## src/sv/c_like_token_scanner_assert.svh

```systemverilog
// Assertion macros used by the scanner queue module.
// Each macro expects clk and rst_n in scope.
`ifndef C_LIKE_TOKEN_SCANNER_ASSERT_SVH
`define C_LIKE_TOKEN_SCANNER_ASSERT_SVH
`ifndef SYNTH
`define CTS_ASSERT(lbl, prop) \
  lbl: assert property (@(posedge clk) disable iff (!rst_n) prop) \
    else $error("scanner assertion failed");
`define CTS_NEVER(lbl, cond) \
  lbl: assert property (@(posedge clk) disable iff (!rst_n) !(cond)) \
    else $error("scanner assertion failed");
`else
`define CTS_ASSERT(lbl, prop)
`define CTS_NEVER(lbl, cond)
`endif
`endif

```

## src/sv/cts_pkg.sv

```systemverilog
package cts_pkg;

  localparam int LINE_BITS   = 20;
  localparam int COLUMN_BITS = 16;
  localparam int OFFSET_BITS = 24;
  localparam int LENGTH_BITS = 16;
  localparam int MAX_RES     = 3;

  typedef logic [5:0] kind_t;
  typedef logic [2:0] err_t;

  localparam kind_t K_IDENT    = 6'd0;
  localparam kind_t K_NUMBER   = 6'd1;
  localparam kind_t K_CHAR     = 6'd2;
  localparam kind_t K_STRING   = 6'd3;
  localparam kind_t K_INVALID  = 6'd4;
  localparam kind_t K_PLUS     = 6'd5;
  localparam kind_t K_INC      = 6'd6;
  localparam kind_t K_PLUS_EQ  = 6'd7;
  localparam kind_t K_MINUS    = 6'd8;
  localparam kind_t K_DEC      = 6'd9;
  localparam kind_t K_MINUS_EQ = 6'd10;
  localparam kind_t K_ARROW    = 6'd11;
  localparam kind_t K_STAR     = 6'd12;
  localparam kind_t K_STAR_EQ  = 6'd13;
  localparam kind_t K_SLASH    = 6'd14;
  localparam kind_t K_SLASH_EQ = 6'd15;
  localparam kind_t K_PCT      = 6'd16;
  localparam kind_t K_PCT_EQ   = 6'd17;
  localparam kind_t K_ASSIGN   = 6'd18;
  localparam kind_t K_EQ       = 6'd19;
  localparam kind_t K_BANG     = 6'd20;
  localparam kind_t K_NE       = 6'd21;
  localparam kind_t K_GT       = 6'd22;
  localparam kind_t K_GE       = 6'd23;
  localparam kind_t K_SHR      = 6'd24;
  localparam kind_t K_SHR_EQ   = 6'd25;
  localparam kind_t K_LT       = 6'd26;
  localparam kind_t K_LE       = 6'd27;
  localparam kind_t K_SHL      = 6'd28;
  localparam kind_t K_SHL_EQ   = 6'd29;
  localparam kind_t K_AMP      = 6'd30;
  localparam kind_t K_AND      = 6'd31;
  localparam kind_t K_AMP_EQ   = 6'd32;
  localparam kind_t K_PIPE     = 6'd33;
  localparam kind_t K_OR       = 6'd34;
  localparam kind_t K_PIPE_EQ  = 6'd35;
  localparam kind_t K_CARET    = 6'd36;
  localparam kind_t K_CARET_EQ = 6'd37;
  localparam kind_t K_TILDE    = 6'd38;
  localparam kind_t K_AT       = 6'd39;
  localparam kind_t K_DOT      = 6'd40;
  localparam kind_t K_QUEST    = 6'd41;
  localparam kind_t K_SCOPE    = 6'd42;
  localparam kind_t K_COLON    = 6'd43;
  localparam kind_t K_SEMI     = 6'd44;
  localparam kind_t K_COMMA    = 6'd45;
  localparam kind_t K_LBRACK   = 6'd46;
  localparam kind_t K_RBRACK   = 6'd47;
  localparam kind_t K_LPAREN   = 6'd48;
  localparam kind_t K_RPAREN   = 6'd49;
  localparam kind_t K_LBRACE   = 6'd50;
  localparam kind_t K_RBRACE   = 6'd51;
  localparam kind_t K_END      = 6'd52;
  localparam kind_t K_DIAG     = 6'd53;

  localparam err_t E_NONE       = 3'd0;
  localparam err_t E_OPEN_CMT   = 3'd1;
  localparam err_t E_MULTI_CHAR = 3'd2;
  localparam err_t E_OPEN_CHAR  = 3'd3;
  localparam err_t E_OPEN_STR   = 3'd4;
  localparam err_t E_BAD_CHAR   = 3'd5;

  typedef struct packed {
    logic [7:0] char_code;
    logic       end_of_source;
  } in_item_t;

  typedef struct packed {
    kind_t                  token_kind;
    logic [LINE_BITS-1:0]   tok_line;
    logic [COLUMN_BITS-1:0] tok_column;
    logic [OFFSET_BITS-1:0] start_offset;
    logic [LENGTH_BITS-1:0] token_length;
    err_t                   error_code;
    logic                   last_item;
  } out_item_t;

  // All results caused by one input beat, oldest in slot 0.
  typedef struct packed {
    logic [1:0]                 cnt;
    out_item_t [MAX_RES-1:0]    res;
  } bundle_t;

endpackage

```

## src/sv/c_like_token_scanner.sv

```systemverilog
// Channel | Direction | Handshake        | Beat payload
// in      | input     | in_push/in_full  | in_item   (char_code, end_of_source)
// out     | output    | out_pop/out_empty| out_item  (token fields, last_item)
//
// One byte is accepted per cycle while the result queue has room.
// A byte that makes k results delivers them on out_item one at a time, in order.
// A result passes through the queue and the output register before it shows on out_item.
// Reset is synchronous on rst_n; the scanner returns to line 1, column 1.
// A stalled output fills the QUEUE_DEPTH-entry queue, then raises in_full.
module c_like_token_scanner import cts_pkg::*; #(
  parameter int QUEUE_DEPTH = 4
) (
  input  logic      clk,
  input  logic      rst_n,
  input  logic      in_push,
  output logic      in_full,
  input  in_item_t  in_item,
  output logic      out_empty,
  input  logic      out_pop,
  output out_item_t out_item
);

  logic    accept, b_valid, q_empty, q_pop;
  bundle_t b_data, q_head;

  assign accept = in_push && !in_full;

  cts_front u_front (
    .clk          (clk),
    .rst_n        (rst_n),
    .accept       (accept),
    .in_item      (in_item),
    .bundle_valid (b_valid),
    .bundle       (b_data)
  );

  cts_queue #(.DEPTH(QUEUE_DEPTH)) u_queue (
    .clk     (clk),
    .rst_n   (rst_n),
    .wr_en   (b_valid),
    .wr_data (b_data),
    .rd_en   (q_pop),
    .rd_data (q_head),
    .full    (in_full),
    .empty   (q_empty)
  );

  cts_back u_back (
    .clk       (clk),
    .rst_n     (rst_n),
    .head      (q_head),
    .q_empty   (q_empty),
    .q_pop     (q_pop),
    .out_empty (out_empty),
    .out_pop   (out_pop),
    .out_item  (out_item)
  );

endmodule

```

## src/sv/cts_front.sv

```systemverilog
module cts_front import cts_pkg::*; (
  input  logic     clk,
  input  logic     rst_n,
  input  logic     accept,
  input  in_item_t in_item,
  output logic     bundle_valid,
  output bundle_t  bundle
);

  typedef enum logic [4:0] {
    M_IDLE, M_IDENT, M_NUM_INT, M_NUM_DOT, M_NUM_FRAC, M_CHAR_OPEN, M_CHAR_ONE,
    M_CHAR_MULTI, M_STR, M_LINE_CMT, M_BLOCK, M_BLOCK_STAR, M_PLUS, M_MINUS,
    M_STAR, M_SLASH, M_PERCENT, M_EQUAL, M_BANG, M_GT, M_GTGT, M_LT, M_LTLT,
    M_AMP, M_PIPE, M_CARET, M_COLON
  } mode_t;

  typedef struct packed {
    logic  space;
    mode_t mode;
    logic  single;
    kind_t kind;
  } cls_t;

  typedef struct packed {
    logic  hit;
    kind_t kind;
  } pair_t;

  localparam logic [LINE_BITS-1:0]   LINE_MAX = '1;
  localparam logic [COLUMN_BITS-1:0] COL_MAX  = '1;
  localparam logic [LENGTH_BITS-1:0] LEN_MAX  = '1;

  localparam logic [7:0] CH_LF     = 8'h0A;
  localparam logic [7:0] CH_QUOTE  = 8'h27;
  localparam logic [7:0] CH_DQUOTE = 8'h22;
  localparam logic [7:0] CH_DOT    = 8'h2E;
  localparam logic [7:0] CH_UNDER  = 8'h5F;

  mode_t                  mode_r, mode_nxt;
  logic [LINE_BITS-1:0]   line_r, line_nxt, tsl_r, tsl_nxt;
  logic [COLUMN_BITS-1:0] col_r, col_nxt, tsc_r, tsc_nxt, dotc_r, dotc_nxt;
  logic [OFFSET_BITS-1:0] off_r, off_nxt, tso_r, tso_nxt;
  logic [LENGTH_BITS-1:0] len_r, len_nxt;

  function automatic logic is_digit(input logic [7:0] c);
    return (c >= "0") && (c <= "9");
  endfunction

  function automatic logic is_alpha(input logic [7:0] c);
    return ((c >= "a") && (c <= "z")) || ((c >= "A") && (c <= "Z"));
  endfunction

  function automatic logic [LENGTH_BITS-1:0] len_inc(input logic [LENGTH_BITS-1:0] v);
    return (v == LEN_MAX) ? v : v + 1'b1;
  endfunction

  function automatic cls_t classify(input logic [7:0] c);
    cls_t r;
    r = '{space: 1'b0, mode: M_IDLE, single: 1'b0, kind: K_INVALID};
    if ((c == " ") || ((c >= 8'd9) && (c <= 8'd13))) r.space = 1'b1;
    else if (is_alpha(c)) r.mode = M_IDENT;
    else if (is_digit(c)) r.mode = M_NUM_INT;
    else begin
      case (c)
        CH_QUOTE:  r.mode = M_CHAR_OPEN;
        CH_DQUOTE: r.mode = M_STR;
        "+": r.mode = M_PLUS;
        "-": r.mode = M_MINUS;
        "*": r.mode = M_STAR;
        "/": r.mode = M_SLASH;
        "%": r.mode = M_PERCENT;
        "=": r.mode = M_EQUAL;
        "!": r.mode = M_BANG;
        ">": r.mode = M_GT;
        "<": r.mode = M_LT;
        "&": r.mode = M_AMP;
        "|": r.mode = M_PIPE;
        "^": r.mode = M_CARET;
        ":": r.mode = M_COLON;
        "~": begin r.single = 1'b1; r.kind = K_TILDE;  end
        "@": begin r.single = 1'b1; r.kind = K_AT;     end
        CH_DOT: begin r.single = 1'b1; r.kind = K_DOT; end
        "?": begin r.single = 1'b1; r.kind = K_QUEST;  end
        ";": begin r.single = 1'b1; r.kind = K_SEMI;   end
        ",": begin r.single = 1'b1; r.kind = K_COMMA;  end
        "[": begin r.single = 1'b1; r.kind = K_LBRACK; end
        "]": begin r.single = 1'b1; r.kind = K_RBRACK; end
        "(": begin r.single = 1'b1; r.kind = K_LPAREN; end
        ")": begin r.single = 1'b1; r.kind = K_RPAREN; end
        "{": begin r.single = 1'b1; r.kind = K_LBRACE; end
        "}": begin r.single = 1'b1; r.kind = K_RBRACE; end
        default: r.single = 1'b0;
      endcase
    end
    return r;
  endfunction

  function automatic pair_t op_pair(input mode_t m, input logic [7:0] c);
    pair_t p;
    p = '{hit: 1'b0, kind: K_INVALID};
    case (m)
      M_PLUS:    if (c == "+") p = '{1'b1, K_INC};   else if (c == "=") p = '{1'b1, K_PLUS_EQ};
      M_MINUS: begin
        if (c == "-") p = '{1'b1, K_DEC};
        else if (c == "=") p = '{1'b1, K_MINUS_EQ};
        else if (c == ">") p = '{1'b1, K_ARROW};
      end
      M_STAR:    if (c == "=") p = '{1'b1, K_STAR_EQ};
      M_PERCENT: if (c == "=") p = '{1'b1, K_PCT_EQ};
      M_EQUAL:   if (c == "=") p = '{1'b1, K_EQ};
      M_BANG:    if (c == "=") p = '{1'b1, K_NE};
      M_GT:      if (c == "=") p = '{1'b1, K_GE};
      M_LT:      if (c == "=") p = '{1'b1, K_LE};
      M_AMP:     if (c == "&") p = '{1'b1, K_AND};   else if (c == "=") p = '{1'b1, K_AMP_EQ};
      M_PIPE:    if (c == "|") p = '{1'b1, K_OR};    else if (c == "=") p = '{1'b1, K_PIPE_EQ};
      M_CARET:   if (c == "=") p = '{1'b1, K_CARET_EQ};
      M_COLON:   if (c == ":") p = '{1'b1, K_SCOPE};
      default:   p.hit = 1'b0;
    endcase
    return p;
  endfunction

  function automatic kind_t op_alone(input mode_t m);
    case (m)
      M_PLUS:    return K_PLUS;
      M_MINUS:   return K_MINUS;
      M_STAR:    return K_STAR;
      M_SLASH:   return K_SLASH;
      M_PERCENT: return K_PCT;
      M_EQUAL:   return K_ASSIGN;
      M_BANG:    return K_BANG;
      M_GT:      return K_GT;
      M_GTGT:    return K_SHR;
      M_LT:      return K_LT;
      M_LTLT:    return K_SHL;
      M_AMP:     return K_AMP;
      M_PIPE:    return K_PIPE;
      M_CARET:   return K_CARET;
      default:   return K_COLON;
    endcase
  endfunction

  function automatic out_item_t mk(input kind_t k, input logic [LINE_BITS-1:0] ln,
                                   input logic [COLUMN_BITS-1:0] col,
                                   input logic [OFFSET_BITS-1:0] off,
                                   input logic [LENGTH_BITS-1:0] len, input err_t e);
    out_item_t r;
    r.token_kind   = k;
    r.tok_line     = ln;
    r.tok_column   = col;
    r.start_offset = off;
    r.token_length = len;
    r.error_code   = e;
    r.last_item    = 1'b0;
    return r;
  endfunction

  logic [7:0] c;
  logic       do_idle;
  cls_t       cls;
  pair_t      pr;
  logic [1:0] n;
  out_item_t [MAX_RES-1:0] res;
  logic [LENGTH_BITS-1:0]  g1;

  assign c   = in_item.char_code;
  assign cls = classify(c);
  assign pr  = op_pair(mode_r, c);
  assign g1  = len_inc(len_r);

  always_comb begin
    mode_nxt = mode_r;
    line_nxt = line_r;
    col_nxt  = col_r;
    off_nxt  = off_r;
    tsl_nxt  = tsl_r;
    tsc_nxt  = tsc_r;
    tso_nxt  = tso_r;
    len_nxt  = len_r;
    dotc_nxt = dotc_r;
    do_idle  = 1'b0;
    n        = 2'd0;
    res      = '0;

    if (in_item.end_of_source) begin
      case (mode_r)
        M_IDLE, M_LINE_CMT: n = 2'd0;
        M_IDENT: begin
          res[n] = mk(K_IDENT, tsl_r, tsc_r, tso_r, len_r, E_NONE); n = n + 2'd1;
        end
        M_NUM_INT, M_NUM_FRAC: begin
          res[n] = mk(K_NUMBER, tsl_r, tsc_r, tso_r, len_r, E_NONE); n = n + 2'd1;
        end
        M_NUM_DOT: begin
          res[n] = mk(K_NUMBER, tsl_r, tsc_r, tso_r, len_r, E_NONE); n = n + 2'd1;
          res[n] = mk(K_DOT, line_r, dotc_r, off_r - 1'b1, LENGTH_BITS'(1), E_NONE);
          n = n + 2'd1;
        end
        M_CHAR_OPEN, M_CHAR_ONE, M_CHAR_MULTI: begin
          res[n] = mk(K_INVALID, tsl_r, tsc_r, tso_r, len_r, E_OPEN_CHAR); n = n + 2'd1;
        end
        M_STR: begin
          res[n] = mk(K_INVALID, tsl_r, tsc_r, tso_r, len_r, E_OPEN_STR); n = n + 2'd1;
        end
        M_BLOCK, M_BLOCK_STAR: begin
          res[n] = mk(K_DIAG, tsl_r, tsc_r, tso_r, len_r, E_OPEN_CMT); n = n + 2'd1;
        end
        M_GTGT, M_LTLT: begin
          res[n] = mk(op_alone(mode_r), tsl_r, tsc_r, tso_r, LENGTH_BITS'(2), E_NONE);
          n = n + 2'd1;
        end
        default: begin
          res[n] = mk(op_alone(mode_r), tsl_r, tsc_r, tso_r, LENGTH_BITS'(1), E_NONE);
          n = n + 2'd1;
        end
      endcase
      res[n] = mk(K_END, line_r, col_r, off_r, '0, E_NONE);
      n = n + 2'd1;
      mode_nxt = M_IDLE;
      line_nxt = LINE_BITS'(1);
      col_nxt  = COLUMN_BITS'(1);
      off_nxt  = '0;
      tsl_nxt  = LINE_BITS'(1);
      tsc_nxt  = COLUMN_BITS'(1);
      tso_nxt  = '0;
      len_nxt  = '0;
      dotc_nxt = '0;
    end else begin
      case (mode_r)
        M_IDLE: do_idle = 1'b1;
        M_IDENT: begin
          if (is_alpha(c) || is_digit(c) || (c == CH_UNDER)) len_nxt = g1;
          else begin
            res[n] = mk(K_IDENT, tsl_r, tsc_r, tso_r, len_r, E_NONE); n = n + 2'd1;
            mode_nxt = M_IDLE;
            do_idle = 1'b1;
          end
        end
        M_NUM_INT: begin
          if (is_digit(c)) len_nxt = g1;
          else if (c == CH_DOT) begin
            dotc_nxt = col_r;
            mode_nxt = M_NUM_DOT;
          end else begin
            res[n] = mk(K_NUMBER, tsl_r, tsc_r, tso_r, len_r, E_NONE); n = n + 2'd1;
            mode_nxt = M_IDLE;
            do_idle = 1'b1;
          end
        end
        M_NUM_DOT: begin
          // The dot joins the number only when a digit follows it.
          if (is_digit(c)) begin
            len_nxt  = len_inc(g1);
            mode_nxt = M_NUM_FRAC;
          end else begin
            res[n] = mk(K_NUMBER, tsl_r, tsc_r, tso_r, len_r, E_NONE); n = n + 2'd1;
            res[n] = mk(K_DOT, line_r, dotc_r, off_r - 1'b1, LENGTH_BITS'(1), E_NONE);
            n = n + 2'd1;
            mode_nxt = M_IDLE;
            do_idle = 1'b1;
          end
        end
        M_NUM_FRAC: begin
          if (is_digit(c)) len_nxt = g1;
          else begin
            res[n] = mk(K_NUMBER, tsl_r, tsc_r, tso_r, len_r, E_NONE); n = n + 2'd1;
            mode_nxt = M_IDLE;
            do_idle = 1'b1;
          end
        end
        M_CHAR_OPEN, M_CHAR_ONE: begin
          len_nxt = g1;
          if (c == CH_QUOTE) begin
            res[n] = mk(K_CHAR, tsl_r, tsc_r, tso_r, g1, E_NONE); n = n + 2'd1;
            mode_nxt = M_IDLE;
          end else mode_nxt = (mode_r == M_CHAR_OPEN) ? M_CHAR_ONE : M_CHAR_MULTI;
        end
        M_CHAR_MULTI: begin
          len_nxt = g1;
          if (c == CH_QUOTE) begin
            res[n] = mk(K_INVALID, tsl_r, tsc_r, tso_r, g1, E_MULTI_CHAR); n = n + 2'd1;
            mode_nxt = M_IDLE;
          end
        end
        M_STR: begin
          len_nxt = g1;
          if (c == CH_DQUOTE) begin
            res[n] = mk(K_STRING, tsl_r, tsc_r, tso_r, g1, E_NONE); n = n + 2'd1;
            mode_nxt = M_IDLE;
          end
        end
        M_LINE_CMT: if (c == CH_LF) mode_nxt = M_IDLE;
        M_BLOCK, M_BLOCK_STAR: begin
          len_nxt = g1;
          if ((mode_r == M_BLOCK_STAR) && (c == "/")) mode_nxt = M_IDLE;
          else mode_nxt = (c == "*") ? M_BLOCK_STAR : M_BLOCK;
        end
        M_SLASH: begin
          if (c == "/") mode_nxt = M_LINE_CMT;
          else if (c == "*") begin
            len_nxt  = LENGTH_BITS'(2);
            mode_nxt = M_BLOCK;
          end else if (c == "=") begin
            res[n] = mk(K_SLASH_EQ, tsl_r, tsc_r, tso_r, LENGTH_BITS'(2), E_NONE);
            n = n + 2'd1;
            mode_nxt = M_IDLE;
          end else begin
            res[n] = mk(K_SLASH, tsl_r, tsc_r, tso_r, LENGTH_BITS'(1), E_NONE);
            n = n + 2'd1;
            mode_nxt = M_IDLE;
            do_idle = 1'b1;
          end
        end
        M_GTGT, M_LTLT: begin
          if (c == "=") begin
            res[n] = mk((mode_r == M_GTGT) ? K_SHR_EQ : K_SHL_EQ, tsl_r, tsc_r, tso_r,
                        LENGTH_BITS'(3), E_NONE);
            n = n + 2'd1;
            mode_nxt = M_IDLE;
          end else begin
            res[n] = mk(op_alone(mode_r), tsl_r, tsc_r, tso_r, LENGTH_BITS'(2), E_NONE);
            n = n + 2'd1;
            mode_nxt = M_IDLE;
            do_idle = 1'b1;
          end
        end
        default: begin
          if ((mode_r == M_GT) && (c == ">")) mode_nxt = M_GTGT;
          else if ((mode_r == M_LT) && (c == "<")) mode_nxt = M_LTLT;
          else if (pr.hit) begin
            res[n] = mk(pr.kind, tsl_r, tsc_r, tso_r, LENGTH_BITS'(2), E_NONE);
            n = n + 2'd1;
            mode_nxt = M_IDLE;
          end else begin
            res[n] = mk(op_alone(mode_r), tsl_r, tsc_r, tso_r, LENGTH_BITS'(1), E_NONE);
            n = n + 2'd1;
            mode_nxt = M_IDLE;
            do_idle = 1'b1;
          end
        end
      endcase

      // The current byte opens a new token, or stands alone as one.
      if (do_idle && !cls.space) begin
        tsl_nxt  = line_r;
        tsc_nxt  = col_r;
        tso_nxt  = off_r;
        len_nxt  = LENGTH_BITS'(1);
        mode_nxt = cls.mode;
        if (cls.mode == M_IDLE) begin
          res[n] = mk(cls.single ? cls.kind : K_INVALID, line_r, col_r, off_r,
                      LENGTH_BITS'(1), cls.single ? E_NONE : E_BAD_CHAR);
          n = n + 2'd1;
        end
      end

      if (c == CH_LF) begin
        line_nxt = (line_r == LINE_MAX) ? line_r : line_r + 1'b1;
        col_nxt  = COLUMN_BITS'(1);
      end else col_nxt = (col_r == COL_MAX) ? col_r : col_r + 1'b1;
      off_nxt = off_r + 1'b1;
    end
  end

  assign bundle_valid = accept && (n != 2'd0);
  assign bundle.cnt   = n;
  assign bundle.res   = res;

  always_ff @(posedge clk) begin
    if (!rst_n) begin
      mode_r <= M_IDLE;
      line_r <= LINE_BITS'(1);
      col_r  <= COLUMN_BITS'(1);
      off_r  <= '0;
      tsl_r  <= LINE_BITS'(1);
      tsc_r  <= COLUMN_BITS'(1);
      tso_r  <= '0;
      len_r  <= '0;
      dotc_r <= '0;
    end else if (accept) begin
      mode_r <= mode_nxt;
      line_r <= line_nxt;
      col_r  <= col_nxt;
      off_r  <= off_nxt;
      tsl_r  <= tsl_nxt;
      tsc_r  <= tsc_nxt;
      tso_r  <= tso_nxt;
      len_r  <= len_nxt;
      dotc_r <= dotc_nxt;
    end
  end

endmodule

```

## src/sv/cts_queue.sv

```systemverilog
module cts_queue import cts_pkg::*; #(
  parameter int DEPTH = 4
) (
  input  logic    clk,
  input  logic    rst_n,
  input  logic    wr_en,
  input  bundle_t wr_data,
  input  logic    rd_en,
  output bundle_t rd_data,
  output logic    full,
  output logic    empty
);

  `include "c_like_token_scanner_assert.svh"

  localparam int PW = (DEPTH > 1) ? $clog2(DEPTH) : 1;
  localparam int CW = $clog2(DEPTH + 1);
  localparam logic [PW-1:0] LAST_PTR = PW'(DEPTH - 1);
  localparam logic [CW-1:0] FULL_CNT = CW'(DEPTH);

  bundle_t [DEPTH-1:0] mem_r;
  logic [PW-1:0] wp_r, rp_r;
  logic [CW-1:0] cnt_r;
  logic          do_wr, do_rd;

  assign full    = (cnt_r == FULL_CNT);
  assign empty   = (cnt_r == '0);
  assign do_wr   = wr_en && !full;
  assign do_rd   = rd_en && !empty;
  assign rd_data = mem_r[rp_r];

  always_ff @(posedge clk) begin
    if (do_wr) mem_r[wp_r] <= wr_data;
  end

  always_ff @(posedge clk) begin
    if (!rst_n) begin
      wp_r  <= '0;
      rp_r  <= '0;
      cnt_r <= '0;
    end else begin
      if (do_wr) wp_r <= (wp_r == LAST_PTR) ? '0 : wp_r + 1'b1;
      if (do_rd) rp_r <= (rp_r == LAST_PTR) ? '0 : rp_r + 1'b1;
      if (do_wr && !do_rd) cnt_r <= cnt_r + 1'b1;
      else if (do_rd && !do_wr) cnt_r <= cnt_r - 1'b1;
    end
  end

  `CTS_NEVER(a_cnt_bound, cnt_r > FULL_CNT)
  `CTS_NEVER(a_no_write_when_full, wr_en && full)
  `CTS_ASSERT(a_cnt_tracks, (do_wr && !do_rd) |=> (cnt_r == $past(cnt_r) + 1'b1))
  `CTS_NEVER(a_bundle_nonempty, do_wr && (wr_data.cnt == 2'd0))

endmodule

```

## src/sv/cts_back.sv

```systemverilog
module cts_back import cts_pkg::*; (
  input  logic      clk,
  input  logic      rst_n,
  input  bundle_t   head,
  input  logic      q_empty,
  output logic      q_pop,
  output logic      out_empty,
  input  logic      out_pop,
  output out_item_t out_item
);

  logic       valid_r;
  out_item_t  data_r;
  out_item_t  data_nxt;
  logic [1:0] idx_r;
  logic       load, last;

  assign load      = !valid_r || out_pop;
  assign last      = (idx_r == (head.cnt - 2'd1));
  assign q_pop     = load && !q_empty && last;
  assign out_empty = !valid_r;
  assign out_item  = data_r;

  always_comb begin
    data_nxt           = head.res[idx_r];
    data_nxt.last_item = last;
  end

  always_ff @(posedge clk) begin
    if (load && !q_empty) data_r <= data_nxt;
  end

  always_ff @(posedge clk) begin
    if (!rst_n) begin
      valid_r <= 1'b0;
      idx_r   <= '0;
    end else if (load) begin
      valid_r <= !q_empty;
      if (!q_empty) idx_r <= last ? 2'd0 : idx_r + 2'd1;
    end
  end

endmodule
```

## config.mk

```make
export PLATFORM = sky130hd
export DESIGN_NAME = c_like_token_scanner
export DESIGN_NICKNAME = d
export VERILOG_FILES = /design/src/sv/cts_pkg.sv /design/src/sv/c_like_token_scanner.sv /design/src/sv/cts_front.sv /design/src/sv/cts_queue.sv /design/src/sv/cts_back.sv
export VERILOG_INCLUDE_DIRS = /design/src /design/src/sv
export SDC_FILE = /design/constraint.sdc
export NUM_CORES = 2
export LEC_CHECK = 0
export BUFFER_PORTS_ARGS = -buffer_cell sky130_fd_sc_hd__buf_2
export CORE_UTILIZATION = 40
export DETAILED_ROUTE_END_ITERATION = 8
export PLACE_DENSITY = 0.64
export SLEW_MARGIN = 20
export SYNTH_ARGS = -nofsm -noshare
export SYNTH_HDL_FRONTEND = slang
export SYNTH_SLANG_ARGS = --single-unit
```

## constraint.sdc

```tcl
create_clock -name clk -period 10.6 [get_ports clk]
set_input_delay 0.53 -clock clk [delete_from_list [all_inputs] [get_ports clk]]
set_output_delay 0.53 -clock clk [all_outputs]
set_load 0.02 [all_outputs]
```

-- After elaboration in Yosys (flattened, before gate mapping)
Memory sizes are Yosys's and may differ from the RTL's. A register that Yosys moved wholly into a read port is not among the register bits.
Cells that the tools add are included.
- flip-flop bits (word level): 1293
- latch bits: 0
- bits in writable memories: 0
- ROM bits: 768
- bits of input ports: 13
- output and inout bits: 88
- logic and storage cells: 441
- memories: 4
- add/subtract/negate cells: 14
- $mul: 0
- divide/modulo/power cells: 0
- $lt $le $gt $ge: 16
- eq/ne operators: 79
- shift-type cells: 0
- muxes and demuxes: 159
- bitwise operators: 1
- reductions and logical operators: 59
- memories (name ; words ; bits a word ; rd ports ; clocked after memory_dff ; wr ports ; line ; text):
    (name not given) ; 32 ; 6 ; 1 ; 1 ; 0 ; cts_front.sv:124 ; case (m)
    (name not given) ; 32 ; 6 ; 1 ; 1 ; 0 ; cts_front.sv:124 ;
    (name not given) ; 32 ; 6 ; 1 ; 1 ; 0 ; cts_front.sv:124 ;
    (name not given) ; 32 ; 6 ; 1 ; 1 ; 0 ; cts_front.sv:124 ;
- operators by type and width (operator ; number):
    2-to-1 mux 86 bit ; 16
    bitwise mux 1040 bit ; 1
    case mux 86 bit (10 select lines) ; 1
    2-to-1 mux 258 bit ; 3
    case mux 86 bit (7 select lines) ; 1
    binary-select mux 260 bit (select 2 bit) ; 1
    demux 260 bit (select 2 bit) ; 1
    2-to-1 mux 260 bit ; 2
    bitwise mux 258 bit ; 2
    demux 86 bit (select 2 bit) ; 2
    2-to-1 mux 16 bit ; 18
    2-to-1 mux 81 bit ; 3
    binary-select mux 86 bit (select 2 bit) ; 1
    2-to-1 mux 172 bit ; 1
    2-to-1 mux 82 bit ; 2
    == test 8 x 6 -> 1 bit (second input constant) ; 20
    case mux 6 bit (12 select lines) ; 2
    2-to-1 mux 7 bit ; 19
    2-to-1 mux 5 bit ; 23
    2-to-1 mux 20 bit ; 5
    2-to-1 mux 83 bit ; 1
    2-to-1 mux 80 bit ; 1
    case mux 16 bit (5 select lines) ; 1
    case mux 5 bit (15 select lines) ; 1
    64 further kinds ; 200

-- Depth between registers and ports, before layout
- depth in word-level cells: 20
- mapped depth: 19
- depth with buffers taken out: 16

-- Modules after synthesis
A second synthesis with hierarchy kept.
- cell total of the unflattened synthesis: 3552
- area, all modules: 55195.4 um^2
- modules (own cells, without submodules) (module ; times used ; cells each ; area an instance (um^2) ; seq. area each (um^2)):
    cts_queue ; 1 ; 1407 ; 37938.9 ; 31370.1
    cts_front ; 1 ; 1751 ; 12723.5 ; 3263.1
    cts_back ; 1 ; 393 ; 4519.3 ; 2642.5
    c_like_token_scanner ; 1 ; 1 ; 13.8 ; 0.0

-- Worst setup path after synthesis
OpenSTA, ideal clock, no wires.
- path type: input -> register
- start: input port in_item[8] (netlist name)
- end: register u_queue.mem_r[1000] (netlist name), enable pin
- setup time: 613 ps
- arrival time: 8101 ps
- required time: 9987 ps
- path slack: 1885 ps
- stages: 12
- buffers on the path: 2
- cell sequence: buf_2 nor4b_2 clkbuf_1 nand4_1 o32a_1 nand4_1 or2_2 inv_1 ha_1 and4b_1 o21ai_0 and3_1
- word-level cells in the longest chain between the ends: 16
- elaborated cells on any way between the ends: 94
- those cells by class: add/sub (1); order compare (8); eq/ne (18); mux (51); reduce/logical (16)
- ends and longest elaborated chain (element ; line ; text):
    start: declaration ; c_like_token_scanner.sv:17 ; input in_item_t in_item,
    branches (longest 11 deep; another with greater-or-equal comparator 8 x 7 -> 1 bit) ; -- ;
    2-to-1 mux 2 bit (*) ; cts_front.sv:344 ; if (do_idle && !cls.space) begin
    2-to-1 mux 2 bit (*) ; cts_front.sv:185 ; if (in_item.end_of_source) begin
    nonzero test 2 bit (*) ; cts_front.sv:365 ; assign bundle_valid = accept && (n != 2'd0);
    logical AND 1 bit (*) ; cts_front.sv:365 ;
    logical AND 1 bit (*) ; cts_queue.sv:28 ; assign do_wr = wr_en && !full;
    end signal: indexed assignment ; cts_queue.sv:33 ; if (do_wr) mem_r[wp_r] <= wr_data;
    end: declaration ; cts_queue.sv:21 ; bundle_t [DEPTH-1:0] mem_r;
Mark *: on every way between the ends. The select of a mux whose other input is x is not followed.
A chain may end at the register's enable or synchronous reset.

-- Worst setup path in the final report
- start: register u_front.mode_r[4]
- end: register u_queue.mem_r[1023] (netlist name), enable pin
- word-level cells in the longest chain between the ends: 13
- elaborated cells on any way between the ends: 56
- those cells by class: add/sub (2); eq/ne (26); mux (15); reduce/logical (13)
- ends and longest elaborated chain (element ; line ; text):
    start: declaration ; cts_front.sv:39 ; mode_t mode_r, mode_nxt;
    start signal: assignment ; cts_front.sv:381 ; mode_r <= mode_nxt;
    == test 5 bit, or another cell as far along ; cts_front.sv:101, cts_front.sv:329 ;
    logical AND 1 bit / case mux 1 bit (12 select lines) (equally long branches) ; cts_front.sv:329, cts_front.sv:101 ;
    2-to-1 mux 1 bit, on equally long branches ; cts_front.sv:329, cts_front.sv:330 ;
    2-to-1 mux 2 bit / 2-to-1 mux 1 bit (equally long branches) ; cts_front.sv:328, cts_front.sv:329 ;
    case mux 2 bit (9 select lines) / 2-to-1 mux 1 bit (equally long branches) ; cts_front.sv:229, cts_front.sv:328 ;
    2-to-1 mux 2 bit / case mux 1 bit (7 select lines) (equally long branches) ; cts_front.sv:185, cts_front.sv:229 ;
    adder 2 x 1 -> 2 bit / 2-to-1 mux 1 bit (equally long branches) ; cts_front.sv:353, cts_front.sv:185 ;
    2-to-1 mux 2 bit / logical AND 1 bit (equally long branches) ; cts_front.sv:350, cts_front.sv:344 ;
    2-to-1 mux 2 bit ; cts_front.sv:344 ;
    2-to-1 mux 2 bit (*) ; cts_front.sv:185 ;
    nonzero test 2 bit (*) ; cts_front.sv:365 ;
    logical AND 1 bit (*) ; cts_front.sv:365 ;
    logical AND 1 bit (*) ; cts_queue.sv:28 ;
Every way passes the cells marked *; elsewhere a longest branch is shown, timed or not. The select of a mux whose other input is x is not followed.

==> results.py <==
metrics = {
    "run_status": {
        "status": "completed",
    },
    "yosys": {
        "synth_edf_count": 978,
        "synthArstFlopShare_pct": 0,
        "synth_area_um2": 49200,
        "synthDistinctLibCells": 91,
        "ys_ff_latch": 1151,
        "synthFlopType": "edfxtp_1",
        "synth_seq_area_share_pct": 66.8,
        "syn_avg_cell_area_um2": 14.6,
        "syn_nets": 3387,
        "yosys_warnings": 0,
        "synthCells": 3358,
    },
    "cells_and_area": {
        "areaGrowthSynthToFinish_pct": 11.8,
        "final_nets": 3396,
        "n_antenna_cell": 0,
        "multi_input_area_um2": 15300,
        "fin_cells": 5089,
        "seqCellArea_um2": 32800,
        "drive_above_1_share_pct": 17.1,
        "fillers": 10500,
    },
    "sta": {
        "max_freq_mhz": 173,
        "slew_violations": 0,
        "post-route-min-period_ns": 5.79,
        "skew_ns": 0.0342,
        "final.setup.worst_slack_ns": 4.81,
        "fin_tns_setup_ns": 0,
        "relSlewSlack_pct": 21.9,
        "finalHoldViolations": 0,
        "grt_setup_unrepaired": "no",
        "worst_slew_pin_slew_ns": 1.16,
        "final-setup-viol-count": 0,
        "fin_crit_sh_pct": 54.7,
    },
    "clocking": {
        "post_cts_buffers": 0,
        "cts.sinks": 1151,
        "cts_resized": 0,
        "clockBufferDepth": 3,
        "cts_tree": "done",
        "htree_num_levels": 3,
        "clk_latency_ns": 0.68,
        "cts_made_buffers": 112,
        "ctsRootBufferMaster": "clkbuf_16",
        "path_clk_slew_ns": 0.06,
        "cts_hold_buf": 0,
    },
    "placement": {
        "placedCellCount": 4877,
        "place.port_buffers": 100,
        "dp_hpwl_um": 69200,
        "gp_congestion": 0.916,
        "dp_slack_ns": 4.79,
    },
    "power": {
        "power.total_w": 0.0124,
        "peakVddDrop_mv": 0.161,
        "cellPowerDensity_nw_per_um2": 225,
        "p_leak_nw": 17.4,
    },
    "route": {
        "topRoutingLayerUsed": "met4",
        "viasPerCell": 5.79,
        "wl_met3_um": 7210,
        "drc": 0,
        "met2_length_um": 58200,
        "vias": 29500,
        "wl_per_cell_um": 23.7,
        "wl_met1_um": 52900,
        "antenna_left": 0,
        "first_pass_iters": 6,
        "drt-total-wl_um": 120000,
        "drt_iter0_drc": 2651,
    },
    "setup_path": {
        "critical_path_class": "flop to flop",
        "cp-end-kind": "flop",
        "worst_path_most_repeated_cell": "o21ai_0",
        "cp_cell_sequence": "clkinv_1 > nor4_1 > o21ai_0 > nand4_1 > and3_1 > a21boi_0 > o21ai_0 > and3_4 > buf_4",
        "required_ns": 10.89,
        "path_max_fanout": 60,
        "reg2regPathDepth": 9,
        "path_delay_family": "simple AND/OR/NAND/NOR gates",
        "startpoint_type": "flop",
        "critical_path_buf_inv_count": 2,
        "slowest_delay_ns": 0.86,
        "arrival_ns": 6.09,
        "cp_slowest_cell": "dfxtp_1",
        "critical_path_cell_count": 9,
    },
    "grt": {
        "grt_usage_pct": 19.1,
        "grt_pass1_vias": 29500,
        "grt_max_degree": 151,
        "grt_pass1_wl_um": 183000,
        "antenna_found_initial": 1,
        "overflow": 0,
    },
    "die": {
        "die_width_um": 353,
        "start_util_pct": 40.3,
        "rows": 128,
        "dieArea_um2": 124000,
        "die_h_um": 353,
        "core_um2": 122000,
        "ios": 101,
    },
    "min_path": {
        "min_path_cells": 4,
        "hold_class": "primary input to flop",
    },
    "run": {
        "drv_cap": 0,
    },
}
==> cells in the final DEF (no fill, tap or decap), drive strengths merged, types with 35 or more instances in the layout <==
cell and instances:
clkbuf 166, mux4 223, edfxtp 978, inv 41, nor2 181, o21ai 172, nor2b 84, buf 149
nand2 274, a21oi 150, and2 35, nor3 42, dfxtp 173, a22o 78, mux2i 76, nand3 138
xor2 46
==> kinds of logic after synthesis <==
logic type,share of synthesized area (%)
flip-flops,66.8
AND/OR/NAND/NOR,9.43
buffers and inverters,2.30
AO/OA/AOI/OAI,7.92
multiplexers,11.9
adder cells (fa/ha/maj),0.422
XOR/XNOR,1.28
==> routing by layer <==
layer | track usage (%) | vias to the layer above
li1 | - | 13100
met3 | 2.89 | 152
met1 | 26.7 | 15300
met2 | 31.3 | 966
met4 | 4.74 | 0
met5 | 0 | -
==> power breakdown <==
part | internal [W] | switching, W
Sequential | 0.00556 | 0.000221
Clock | 0.00231 | 0.00166
Combinational | 0.000976 | 0.00164
Total | 0.00885 | 0.00353
==> metrics by stage <==
step	hold slack (ns)	util [%]	cell area, µm²
6_report	0.177	45.1	55000
5_1_grt	0.171	45.1	55000
3_5_place_dp	0.444	42.1	51300
2_1_floorplan	0.432	-	49200
4_1_cts	0.136	45.1	54900
3_3_place_gp	0.438	42.1	51300
==> worst paths after layout <==
| check | startpoint | to | slack (ns) |
|---|---|---|---|
| min reg2reg | u_front.tsl_r[9] | u_front.tsl_r[9] | 0.45 |
| max reg2reg | u_front.mode_r[4] | u_queue.mem_r[1023] | 4.81 |
| max | u_front.mode_r[4] | u_queue.mem_r[1023] | 4.81 |
| min | out_pop | u_back.valid_r | 0.18 |
==> flip-flops by register name, summed over array words and instances (netlist names), 20 cells and up, named ones only <==
name / flops
u_queue.mem_r: 892
u_front.tso_r: 24
u_back.out_item: 86
u_front.tsl_r: 20
u_front.line_r: 20
u_front.off_r: 24
==> worst min-delay path, cell delays in order <==
cell and delay [ns]:
buf_2 0.08, inv_1 0.07, nand2_1 0.07, a21oi_1 0.05
==> synthesized netlist by cell type (all sizes together), types with 5 or more instances <==
cell type	count	area share, %
clkbuf	184	1.4
mux4	223	10
a21oi	150	1.5
nor3b	5	0.076
nor4	19	0.25
xnor2	26	0.46
nand3b	13	0.20
xor2	46	0.82
and4	5	0.089
a21o	6	0.092
nand2b	10	0.13
or3	23	0.29
nand2	274	2.1
a221o	17	0.35
a32oi	5	0.089
o211ai	11	0.17
nor4b	5	0.10
ha	15	0.38
mux2	5	0.11
a21boi	11	0.17
mux2i	76	1.5
nor3	42	0.43
nand3	138	1.5
o21ai	172	1.8
or4	8	0.15
a22o	78	1.4
a31oi	19	0.24
buf	70	0.60
a2111oi	5	0.13
o31ai	8	0.12
inv	37	0.28
nand4	30	0.38
edfxtp	978	60
a221oi	16	0.30
a22oi	23	0.35
nor2b	84	1.1
o22ai	12	0.15
and2	35	0.45
dfxtp	173	7.0
nand4b	5	0.089
and3	23	0.29
a211oi	5	0.076
nor2	181	1.4
or2	14	0.18
==> area by class of cell <==
cell class,instances,area share (%)
sequential,1151,59.8
clock inverter,45,0.945
tap,1625,3.70
multi-input combinational,1914,27.9
timing repair buffer,149,1.69
inverter,39,0.271
clock buffer,166,5.75
No activity file was read; power rests on OpenSTA's default activity.
